### src/design/csem_pkg.sv
// Package for the counting semaphore table: sizes, command codes, beat types,
// controller states and the count saturation helper.
// Depends on nothing; every other file of the block imports it.
package csem_pkg;

	localparam int SLOTS      = 32;
	localparam int TASKS      = 64;
	localparam int COUNT_BITS = 16;
	localparam int REF_BITS   = 8;
	localparam int SLOT_W     = $clog2(SLOTS);
	localparam int TASK_W     = $clog2(TASKS);

	localparam logic [2:0] CMD_OPEN_NAMED = 3'd0;
	localparam logic [2:0] CMD_OPEN_FREE  = 3'd1;
	localparam logic [2:0] CMD_CLOSE      = 3'd2;
	localparam logic [2:0] CMD_WAIT       = 3'd3;
	localparam logic [2:0] CMD_POST       = 3'd4;

	localparam logic signed [33:0] CNT_MAX = 34'((64'sd1 <<< (COUNT_BITS - 1)) - 64'sd1);
	localparam logic signed [33:0] CNT_MIN = -CNT_MAX - 34'sd1;

	typedef struct packed {
		logic [2:0]         command;
		logic [4:0]         sem_index;
		logic signed [15:0] initial_count;
		logic [5:0]         task_id;
	} sem_req_t;

	typedef struct packed {
		logic       error;
		logic [4:0] slot_id;
		logic       blocked;
		logic       woken_valid;
		logic [5:0] woken_task;
	} sem_rsp_t;

	typedef enum logic [1:0] {
		ST_IDLE,
		ST_LOAD,
		ST_EXEC
	} ctrl_state_t;

	typedef struct packed {
		logic capture;
		logic load;
		logic exec;
	} dp_cmd_t;

	function automatic logic signed [COUNT_BITS-1:0] sat_cnt(input logic signed [33:0] v);
		logic signed [33:0] r;
		if (v > CNT_MAX) begin
			r = CNT_MAX;
		end else if (v < CNT_MIN) begin
			r = CNT_MIN;
		end else begin
			r = v;
		end
		return COUNT_BITS'(r);
	endfunction

endpackage

### src/design/counting_semaphore_table_core.sv
// Top level of the counting semaphore table.
// Depends on csem_pkg, csem_ctrl and csem_dp.
//
// A request beat is taken at a rising edge where start is high and busy is low.
// The request carries the command, the slot index, the starting count for the
// open commands and the calling task. Every request gives exactly one result
// beat, shown on result for one cycle while done is high.
// Each request walks three controller states: capture, table read with the
// free-slot and waiter match scans, then the update and result write. The
// result is registered in the update state and busy is low again while done
// is high, so a new request is taken only once the last result is shown.
// The free-slot and lowest-waiter searches are registered match vectors that
// a priority encoder resolves in the update cycle.
// Reset clears every count, reference count and waiting mark at once, so the
// block takes a request as soon as reset is released.
// The receiver cannot stall: each result must be taken in its one cycle.
module counting_semaphore_table_core (
	input  logic               clk,
	input  logic               arst_n,
	input  logic               start,
	output logic               busy,
	input  csem_pkg::sem_req_t request,
	output logic               done,
	output csem_pkg::sem_rsp_t result
);
	import csem_pkg::*;

	dp_cmd_t dp_cmd;

	csem_ctrl u_ctrl (
		.clk    (clk),
		.arst_n (arst_n),
		.start  (start),
		.busy   (busy),
		.dp_cmd (dp_cmd)
	);

	csem_dp u_dp (
		.clk     (clk),
		.arst_n  (arst_n),
		.dp_cmd  (dp_cmd),
		.request (request),
		.done    (done),
		.result  (result)
	);

endmodule

### src/design/csem_ctrl.sv
// Controller state machine of the counting semaphore table.
// Depends on csem_pkg; drives the datapath through a dp_cmd_t command group.
module csem_ctrl (
	input  logic              clk,
	input  logic              arst_n,
	input  logic              start,
	output logic              busy,
	output csem_pkg::dp_cmd_t dp_cmd
);
	import csem_pkg::*;

	ctrl_state_t state_q;
	ctrl_state_t state_d;

	always_ff @(posedge clk or negedge arst_n) begin
		if (!arst_n) begin
			state_q <= ST_IDLE;
		end else begin
			state_q <= state_d;
		end
	end

	always_comb begin
		state_d = state_q;
		dp_cmd  = '0;
		busy    = 1'b1;
		case (state_q)
			ST_IDLE: begin
				busy = 1'b0;
				if (start) begin
					dp_cmd.capture = 1'b1;
					state_d        = ST_LOAD;
				end
			end
			ST_LOAD: begin
				dp_cmd.load = 1'b1;
				state_d     = ST_EXEC;
			end
			ST_EXEC: begin
				dp_cmd.exec = 1'b1;
				state_d     = ST_IDLE;
			end
			default: begin
				state_d = ST_IDLE;
			end
		endcase
	end

endmodule

### src/design/csem_dp.sv
// Datapath of the counting semaphore table: semaphore and task tables, the
// free-slot and waiter scans, and the result register.
// Depends on csem_pkg; sequenced by csem_ctrl through a dp_cmd_t group.
module csem_dp (
	input  logic               clk,
	input  logic               arst_n,
	input  csem_pkg::dp_cmd_t  dp_cmd,
	input  csem_pkg::sem_req_t request,
	output logic               done,
	output csem_pkg::sem_rsp_t result
);
	import csem_pkg::*;

	sem_req_t                      req_q;
	logic signed [COUNT_BITS-1:0]  sem_count_q [SLOTS];
	logic [REF_BITS-1:0]           refs_q [SLOTS];
	logic [TASKS-1:0]              waiting_q;
	logic [SLOT_W-1:0]             wait_slot_q [TASKS];

	logic signed [COUNT_BITS-1:0]  cnt_s1;
	logic [REF_BITS-1:0]           refs_s1;
	logic [SLOTS-1:0]              free_s1;
	logic [TASKS-1:0]              match_s1;

	sem_rsp_t                      rsp_q;
	logic                          done_q;

	logic [SLOT_W-1:0]             idx;
	logic [TASK_W-1:0]             tidx;
	logic                          idx_ok;
	logic                          task_ok;
	logic [SLOTS-1:0]              free_vec;
	logic [TASKS-1:0]              match_vec;
	logic [SLOT_W-1:0]             free_idx;
	logic [TASK_W-1:0]             wake_idx;
	logic signed [COUNT_BITS-1:0]  init_sat;
	logic signed [COUNT_BITS-1:0]  cnt_dec;
	logic signed [COUNT_BITS-1:0]  cnt_inc;

	sem_rsp_t                      rsp_d;
	logic                          wr_en;
	logic [SLOT_W-1:0]             wr_slot;
	logic signed [COUNT_BITS-1:0]  wr_cnt;
	logic [REF_BITS-1:0]           wr_refs;
	logic                          set_wait;
	logic                          clr_wait;

	function automatic logic [SLOT_W-1:0] first_slot(input logic [SLOTS-1:0] v);
		logic [SLOT_W-1:0] r;
		r = '0;
		for (int i = SLOTS - 1; i >= 0; i--) begin
			if (v[i]) r = SLOT_W'(i);
		end
		return r;
	endfunction

	function automatic logic [TASK_W-1:0] first_task(input logic [TASKS-1:0] v);
		logic [TASK_W-1:0] r;
		r = '0;
		for (int i = TASKS - 1; i >= 0; i--) begin
			if (v[i]) r = TASK_W'(i);
		end
		return r;
	endfunction

	assign idx     = SLOT_W'(req_q.sem_index);
	assign tidx    = TASK_W'(req_q.task_id);
	assign idx_ok  = 32'(req_q.sem_index) < SLOTS;
	assign task_ok = 32'(req_q.task_id) < TASKS;

	always_comb begin
		for (int i = 0; i < SLOTS; i++) begin
			free_vec[i] = (refs_q[i] == '0);
		end
		for (int t = 0; t < TASKS; t++) begin
			match_vec[t] = waiting_q[t] && (wait_slot_q[t] == idx);
		end
	end

	always_ff @(posedge clk) begin
		if (dp_cmd.capture) begin
			req_q <= request;
		end
		if (dp_cmd.load) begin
			cnt_s1   <= sem_count_q[idx];
			refs_s1  <= refs_q[idx];
			free_s1  <= free_vec;
			match_s1 <= match_vec;
		end
	end

	assign free_idx = first_slot(free_s1);
	assign wake_idx = first_task(match_s1);
	assign init_sat = sat_cnt(34'(req_q.initial_count));
	assign cnt_dec  = sat_cnt(34'(cnt_s1) - 34'sd1);
	assign cnt_inc  = sat_cnt(34'(cnt_s1) + 34'sd1);

	always_comb begin
		rsp_d    = '0;
		wr_en    = 1'b0;
		wr_slot  = idx;
		wr_cnt   = cnt_s1;
		wr_refs  = refs_s1;
		set_wait = 1'b0;
		clr_wait = 1'b0;
		if (req_q.command == CMD_OPEN_FREE) begin
			if (|free_s1) begin
				wr_en         = 1'b1;
				wr_slot       = free_idx;
				wr_refs       = REF_BITS'(1);
				wr_cnt        = init_sat;
				rsp_d.slot_id = 5'(free_idx);
			end else begin
				rsp_d.error = 1'b1;
			end
		end else if (!idx_ok) begin
			rsp_d.error = 1'b1;
		end else begin
			case (req_q.command)
				CMD_OPEN_NAMED: begin
					wr_en         = 1'b1;
					rsp_d.slot_id = req_q.sem_index;
					if (refs_s1 != '0) begin
						if (refs_s1 != '1) wr_refs = refs_s1 + REF_BITS'(1);
					end else begin
						wr_refs = REF_BITS'(1);
						wr_cnt  = init_sat;
					end
				end
				CMD_CLOSE: begin
					if (refs_s1 == '0) begin
						rsp_d.error = 1'b1;
					end else begin
						wr_en         = 1'b1;
						wr_refs       = refs_s1 - REF_BITS'(1);
						wr_cnt        = '0;
						rsp_d.slot_id = req_q.sem_index;
					end
				end
				CMD_WAIT: begin
					wr_en         = 1'b1;
					wr_cnt        = cnt_dec;
					rsp_d.slot_id = req_q.sem_index;
					if (cnt_dec < 0) begin
						rsp_d.blocked = 1'b1;
						set_wait      = task_ok;
					end
				end
				CMD_POST: begin
					wr_en         = 1'b1;
					wr_cnt        = cnt_inc;
					rsp_d.slot_id = req_q.sem_index;
					if ((cnt_inc <= 0) && (|match_s1)) begin
						clr_wait          = 1'b1;
						rsp_d.woken_valid = 1'b1;
						rsp_d.woken_task  = 6'(wake_idx);
					end
				end
				default: begin
					rsp_d.error = 1'b1;
				end
			endcase
		end
	end

	always_ff @(posedge clk or negedge arst_n) begin
		if (!arst_n) begin
			for (int i = 0; i < SLOTS; i++) begin
				sem_count_q[i] <= '0;
				refs_q[i]      <= '0;
			end
			waiting_q <= '0;
			done_q    <= 1'b0;
		end else begin
			done_q <= dp_cmd.exec;
			if (dp_cmd.exec) begin
				if (wr_en) begin
					sem_count_q[wr_slot] <= wr_cnt;
					refs_q[wr_slot]      <= wr_refs;
				end
				if (set_wait) waiting_q[tidx] <= 1'b1;
				if (clr_wait) waiting_q[wake_idx] <= 1'b0;
			end
		end
	end

	always_ff @(posedge clk) begin
		if (dp_cmd.exec) begin
			rsp_q <= rsp_d;
			if (set_wait) wait_slot_q[tidx] <= idx;
		end
	end

	assign done   = done_q;
	assign result = rsp_q;

endmodule

### config.mk
export PLATFORM = sky130hd
export DESIGN_NAME = counting_semaphore_table_core
export DESIGN_NICKNAME = d
export VERILOG_FILES = /design/src/design/csem_pkg.sv /design/src/design/counting_semaphore_table_core.sv /design/src/design/csem_ctrl.sv /design/src/design/csem_dp.sv
export SDC_FILE = /design/constraint.sdc
export NUM_CORES = 2
export LEC_CHECK = 0
export ABC_CLOCK_PERIOD_IN_PS = 15000
export CAP_MARGIN = 0
export CORE_UTILIZATION = 45
export DETAILED_ROUTE_END_ITERATION = 12
export DONT_BUFFER_PORTS = 1
export PLACE_DENSITY = 0.71
export SYNTH_ARGS = -nofsm -noshare
export SYNTH_HDL_FRONTEND = slang
export SYNTH_SLANG_ARGS = --single-unit
### constraint.sdc
create_clock -name clk -period 15 [get_ports clk]
set_clock_uncertainty 0.05 [all_clocks]
set_input_delay 2.25 -clock clk [delete_from_list [all_inputs] [get_ports clk]]
set_output_delay 2.25 -clock clk [all_outputs]
set_load 0.01 [all_outputs]
==> flow_summary.html <==
<table>
<tr><th>Metric</th><th>Value</th></tr>
<tr><th colspan="2">Drt</th></tr>
<tr><td>Routed WL per cell</td><td>26.0 um</td></tr>
<tr><td>First-pass iteration count of the detailed router</td><td>6</td></tr>
<tr><td>DRC viols</td><td>0</td></tr>
<tr><td>Number of violations reported at the end of detailed-routing iteration 0</td><td>3137</td></tr>
<tr><td>Total detailed-routing wirelength</td><td>153 mm</td></tr>
<tr><td>Post-route ant nets</td><td>0</td></tr>
<tr><td>Vias after detailed routing</td><td>between 30000 and 40000</td></tr>
<tr><td>Average via count per standard cell</td><td>a little over 6</td></tr>
<tr><th colspan="2">STA</th></tr>
<tr><td>Slew at the pin with the worst max-slew slack</td><td>around 2900 ps</td></tr>
<tr><td>Summed negative setup slack over all endpoints</td><td>0 ps</td></tr>
<tr><td>Final worst path period share</td><td>0.321</td></tr>
<tr><td>Setup repair after global routing missed its margin</td><td>no</td></tr>
<tr><td>Shortest clock period the worst path allows after layout</td><td>approximately 4800 ps</td></tr>
<tr><td>Endpoints failing setup</td><td>0</td></tr>
<tr><td>Final max-slew violation count</td><td>just over 600</td></tr>
<tr><td>Count of final hold-check violations</td><td>0</td></tr>
<tr><td>Max-slew headroom</td><td>-0.915</td></tr>
<tr><td>Hold Slack</td><td>about 430 ps</td></tr>
<tr><td>FMAX</td><td>roughly 210 MHz</td></tr>
<tr><th colspan="2">Critical path</th></tr>
<tr><td>Sequence of cells on the critical path</td><td>nor3b_2 &gt; o211ai_2 &gt; o31ai_2 &gt; nand2_1 &gt; nor3_4 &gt; buf_4 &gt; mux2_2</td></tr>
<tr><td>Crit path max fanout</td><td>22</td></tr>
<tr><td>Cell family with the largest share of critical-path delay</td><td>simple AND/OR/NAND/NOR gates</td></tr>
<tr><td>Largest stage delay, worst path</td><td>~850 ps</td></tr>
<tr><td>Master of the slowest instance on the critical path</td><td>sky130_fd_sc_hd__nor3b_2</td></tr>
<tr><td>Data required time at the worst endpoint</td><td>about 16000 ps</td></tr>
<tr><td>Worst reg-to-reg setup slack</td><td>between 10000 and 15000 ps</td></tr>
<tr><td>Critical register-to-register path startpoint</td><td>u_dp.req_q[28]$_DFFE_PP_</td></tr>
<tr><td>Kind of critical path</td><td>reg -&gt; reg</td></tr>
<tr><td>Origin of the worst setup path</td><td>u_dp.req_q[28]$_DFFE_PP_</td></tr>
<tr><td>Worst reg-to-reg path cell count</td><td>7</td></tr>
<tr><td>Kind of start point of the critical path</td><td>register</td></tr>
<tr><td>Element type at the critical path end</td><td>register</td></tr>
<tr><td>Critical R2R Capture</td><td>u_dp.refs_q[184]$_DFFE_PN0P_</td></tr>
<tr><td>Buf+Inv Stages, Crit Path</td><td>1</td></tr>
<tr><td>Destination of the critical timing path</td><td>u_dp.refs_q[184]$_DFFE_PN0P_</td></tr>
<tr><td>CP arrival</td><td>approximately 5400 ps</td></tr>
<tr><td>Crit path depth</td><td>7</td></tr>
<tr><th colspan="2">Final layout</th></tr>
<tr><td>Area growth syn-to-layout</td><td>9.67%</td></tr>
<tr><td>Fill cell count</td><td>roughly 11000</td></tr>
<tr><td>Nets</td><td>4036</td></tr>
<tr><td>Post-layout instance area</td><td>between 60000 and 70000 um2</td></tr>
<tr><td>Share of layout cells above drive strength 1</td><td>0.276</td></tr>
<tr><th colspan="2">Worst hold path</th></tr>
<tr><td>Min-Delay Path Class</td><td>reg -&gt; reg</td></tr>
<tr><th colspan="2">Global routing</th></tr>
<tr><td>Number of antenna violations at the first check in global routing</td><td>5</td></tr>
<tr><td>Wire length of the first global-routing pass</td><td>between 200 and 250 mm</td></tr>
<tr><td>Overall Global Routing Usage</td><td>0.225</td></tr>
<tr><td>Largest net degree at the start of global routing</td><td>836</td></tr>
<tr><td>Remaining global-route overflow</td><td>0</td></tr>
<tr><td>Vias in the first global route</td><td>35700</td></tr>
<tr><th colspan="2">Yosys</th></tr>
<tr><td>Most used standard cells in the synthesized netlist</td><td>sky130_fd_sc_hd__dfrtp_1 (835), sky130_fd_sc_hd__mux2_2 (497), sky130_fd_sc_hd__edfxtp_1 (484)</td></tr>
<tr><td>Largest cells by area after synthesis</td><td>sky130_fd_sc_hd__dfrtp_1 (34%), sky130_fd_sc_hd__edfxtp_1 (24%), sky130_fd_sc_hd__mux2_2 (9.1%)</td></tr>
<tr><td>Most common cell in the netlist</td><td>sky130_fd_sc_hd__dfrtp_1</td></tr>
<tr><td>Post-synth top area cell</td><td>sky130_fd_sc_hd__dfrtp_1</td></tr>
<tr><td>Yosys reg bits</td><td>between 1000 and 1500</td></tr>
<tr><td>Synth top area share</td><td>0.339</td></tr>
<tr><td>Share of synthesized registers carrying an async set or reset</td><td>0.633</td></tr>
<tr><td>Dominant synthesized flop cell</td><td>sky130_fd_sc_hd__dfrtp_1</td></tr>
<tr><td>Distinct cells, synth</td><td>~110</td></tr>
<tr><td>Portion of the post-synthesis area used by sequential elements</td><td>0.575</td></tr>
<tr><td>Netlist Area Pre-Place</td><td>~62000 um2</td></tr>
<tr><td>Mean area per synthesized cell</td><td>~15 um2</td></tr>
<tr><td>Number of cells produced by synthesis</td><td>slightly above 4000</td></tr>
<tr><td>Yosys warns</td><td>0</td></tr>
<tr><td>Post-synth net total</td><td>between 4000 and 5000</td></tr>
<tr><td>Number of enable flip-flop cells after synthesis</td><td>484</td></tr>
<tr><th colspan="2">Outcome</th></tr>
<tr><td>Violated checks</td><td>slew limit</td></tr>
<tr><td>Result of the run</td><td>complete, but fails checks</td></tr>
<tr><th colspan="2">Clocking</th></tr>
<tr><td>Clock H-tree levels</td><td>4</td></tr>
<tr><td>CTS clk-pin slew, worst paths</td><td>roughly 60 ps</td></tr>
<tr><td>Setup fix buffers added after clock tree synthesis</td><td>0</td></tr>
<tr><td>Source-to-sink clock delay at the later pin of the worst-skew pair</td><td>about 800 ps</td></tr>
<tr><td>Longest Clk Path Bufs</td><td>3</td></tr>
<tr><td>Number of clock buffers inserted by TritonCTS</td><td>about 140</td></tr>
<tr><td>Post-cts resize count</td><td>0</td></tr>
<tr><td>Clock sink count</td><td>roughly 1300</td></tr>
<tr><td>TritonCTS clock tree</td><td>built</td></tr>
<tr><td>Hold-fix buffer count after cts</td><td>0</td></tr>
<tr><td>CTS root buffer</td><td>sky130_fd_sc_hd__clkbuf_16</td></tr>
<tr><th colspan="2">Floorplanning</th></tr>
<tr><td>DIE AREA</td><td>around 140000 um2</td></tr>
<tr><td>Die Wd</td><td>between 300 and 400 um</td></tr>
<tr><td>Die height</td><td>between 300 and 400 um</td></tr>
<tr><td>Cell Rows</td><td>around 140</td></tr>
<tr><td>Starting Density</td><td>0.454</td></tr>
<tr><td>Core area</td><td>136000 um2</td></tr>
<tr><td>Number of top-level pins</td><td>49</td></tr>
<tr><th colspan="2">Place</th></tr>
<tr><td>Final Wtd Congestion</td><td>about 0.9</td></tr>
<tr><td>HPWL reported at the end of detailed placement</td><td>roughly 95 mm</td></tr>
<tr><td>Cell area after placement</td><td>about 63000 um2</td></tr>
<tr><td>Port bufs</td><td>0</td></tr>
<tr><th colspan="2">Flow run</th></tr>
<tr><td>Count of maximum capacitance violations</td><td>0</td></tr>
<tr><th colspan="2">Power</th></tr>
<tr><td>Static power due to leakage</td><td>28.7 nW</td></tr>
<tr><td>Pwr Density</td><td>around 130 nW/um2</td></tr>
<tr><td>Peak ir drop on the vdd network</td><td>~110 uV</td></tr>
</table>
==> logic make-up (layout without fill, tap and decap cells) <==
family,count (synthesis),count (layout),share of synthesized area
AND/OR/NAND/NOR,735,735,0.0748
multiplexers,1039,1039,0.234
XOR/XNOR,335,335,0.0476
flip-flops,1319,1319,0.575
adder cells (fa/ha/maj),6,6,0.00122
buffers and inverters,339,363,0.0283
AO/OA/AOI/OAI,317,317,0.0389
other,0,4,0
==> worst min-delay path by stage <==
stage / from / endpoint / depth (start not counted)
2_1_floorplan: u_ctrl.state_q[1]$_DFFE_PN0P_ / u_ctrl.state_q[1]$_DFFE_PN0P_ / 1
5_1_grt: u_dp.sem_count_q[401]$_DFFE_PN0P_ / u_dp.sem_count_q[401]$_DFFE_PN0P_ / 1
4_1_cts: u_dp.sem_count_q[278]$_DFFE_PN0P_ / u_dp.sem_count_q[278]$_DFFE_PN0P_ / 1
3_5_place_dp: u_dp.sem_count_q[287]$_DFFE_PN0P_ / u_dp.sem_count_q[287]$_DFFE_PN0P_ / 1
3_3_place_gp: u_dp.sem_count_q[277]$_DFFE_PN0P_ / u_dp.sem_count_q[277]$_DFFE_PN0P_ / 1
6_report: u_dp.sem_count_q[190]$_DFFE_PN0P_ / u_dp.sem_count_q[190]$_DFFE_PN0P_ / 1
==> placed cells by master, fill, tap and decap left out, types with 20 or more instances in the layout <==
| cell | netlist | final |
|---|---|---|
| sky130_fd_sc_hd__a2bb2oi_1 | 64 | 64 |
| sky130_fd_sc_hd__clkbuf_16 | 0 | 148 |
| sky130_fd_sc_hd__dfrtp_1 | 835 | 835 |
| sky130_fd_sc_hd__mux4_2 | 240 | 240 |
| sky130_fd_sc_hd__mux2_2 | 497 | 497 |
| sky130_fd_sc_hd__xnor2_1 | 73 | 73 |
| sky130_fd_sc_hd__nand3_1 | 31 | 31 |
| sky130_fd_sc_hd__nor4_1 | 104 | 103 |
| sky130_fd_sc_hd__mux2_1 | 298 | 298 |
| sky130_fd_sc_hd__buf_4 | 46 | 61 |
| sky130_fd_sc_hd__xor2_1 | 262 | 262 |
| sky130_fd_sc_hd__and3_1 | 67 | 67 |
| sky130_fd_sc_hd__nand2b_1 | 20 | 20 |
| sky130_fd_sc_hd__edfxtp_1 | 484 | 484 |
| sky130_fd_sc_hd__nor3_1 | 46 | 45 |
| sky130_fd_sc_hd__o21ai_0 | 36 | 35 |
| sky130_fd_sc_hd__nor2_1 | 178 | 176 |
| sky130_fd_sc_hd__a21oi_1 | 61 | 59 |
| sky130_fd_sc_hd__inv_1 | 39 | 39 |
| sky130_fd_sc_hd__clkbuf_1 | 143 | 37 |
| sky130_fd_sc_hd__nand2_1 | 69 | 69 |
| sky130_fd_sc_hd__clkbuf_8 | 0 | 30 |
| sky130_fd_sc_hd__or4_1 | 68 | 68 |
==> flip-flops by register name, summed over array words and instances (netlist names) <==
| signal | cells |
|---|---|
| u_dp.idx | 5 |
| u_dp.req_q | 19 |
| u_dp.tidx | 6 |
| u_dp.wait_slot_q | 320 |
| u_dp.match_s1 | 64 |
| u_dp.cnt_s1 | 16 |
| u_dp.refs_s1 | 8 |
| u_ctrl.state_q | 2 |
| u_dp.result | 14 |
| u_dp.sem_count_q | 512 |
| u_dp.free_s1 | 32 |
| u_dp.done | 1 |
| u_dp.refs_q | 256 |
| u_dp.waiting_q | 64 |
==> final cells by class <==
class,count,area (um2),share of cell area
timing repair buffer,64,518,0.00767
sequential,1319,35400,0.525
antenna,4,10.0,0.000148
clock inverter,45,435,0.00645
tap,1781,2230,0.0330
clock buffer,215,4260,0.0630
multi-input combinational,2432,24500,0.363
inverter,39,146,0.00217
==> report_power, final <==
group	internal, W	leakage [nW]	switching [W]
Combinational	0.000464	10.5	0.000570
Clock	0.00202	2.29	0.00146
Sequential	0.00406	15.9	0.000234
==> per-layer routing <==
| layer | track usage | up-vias | routed length (um) |
|---|---|---|---|
| met1 | 0.314 | 18900 | 65900 |
| met3 | 0.0372 | 274 | 10000 |
| met5 | 0 | - | 0 |
| met2 | 0.357 | 1213 | 72800 |
| met4 | 0.0745 | 0 | 4630 |
| li1 | - | 15300 | - |
==> through the flow <==
step | power, W | cells | setup WS, ps | utilization
2_1_floorplan | 0.00503 | 4090 | 8630 | -
3_3_place_gp | 0.00536 | 5635 | 10310 | 0.463
3_5_place_dp | 0.00539 | 5635 | 10250 | 0.463
4_1_cts | 0.00888 | 5895 | 10220 | 0.498
5_1_grt | 0.00913 | 5895 | 9930 | 0.498
6_report | 0.00882 | 5899 | 10190 | 0.498
No activity file was read; power rests on OpenSTA's default activity.
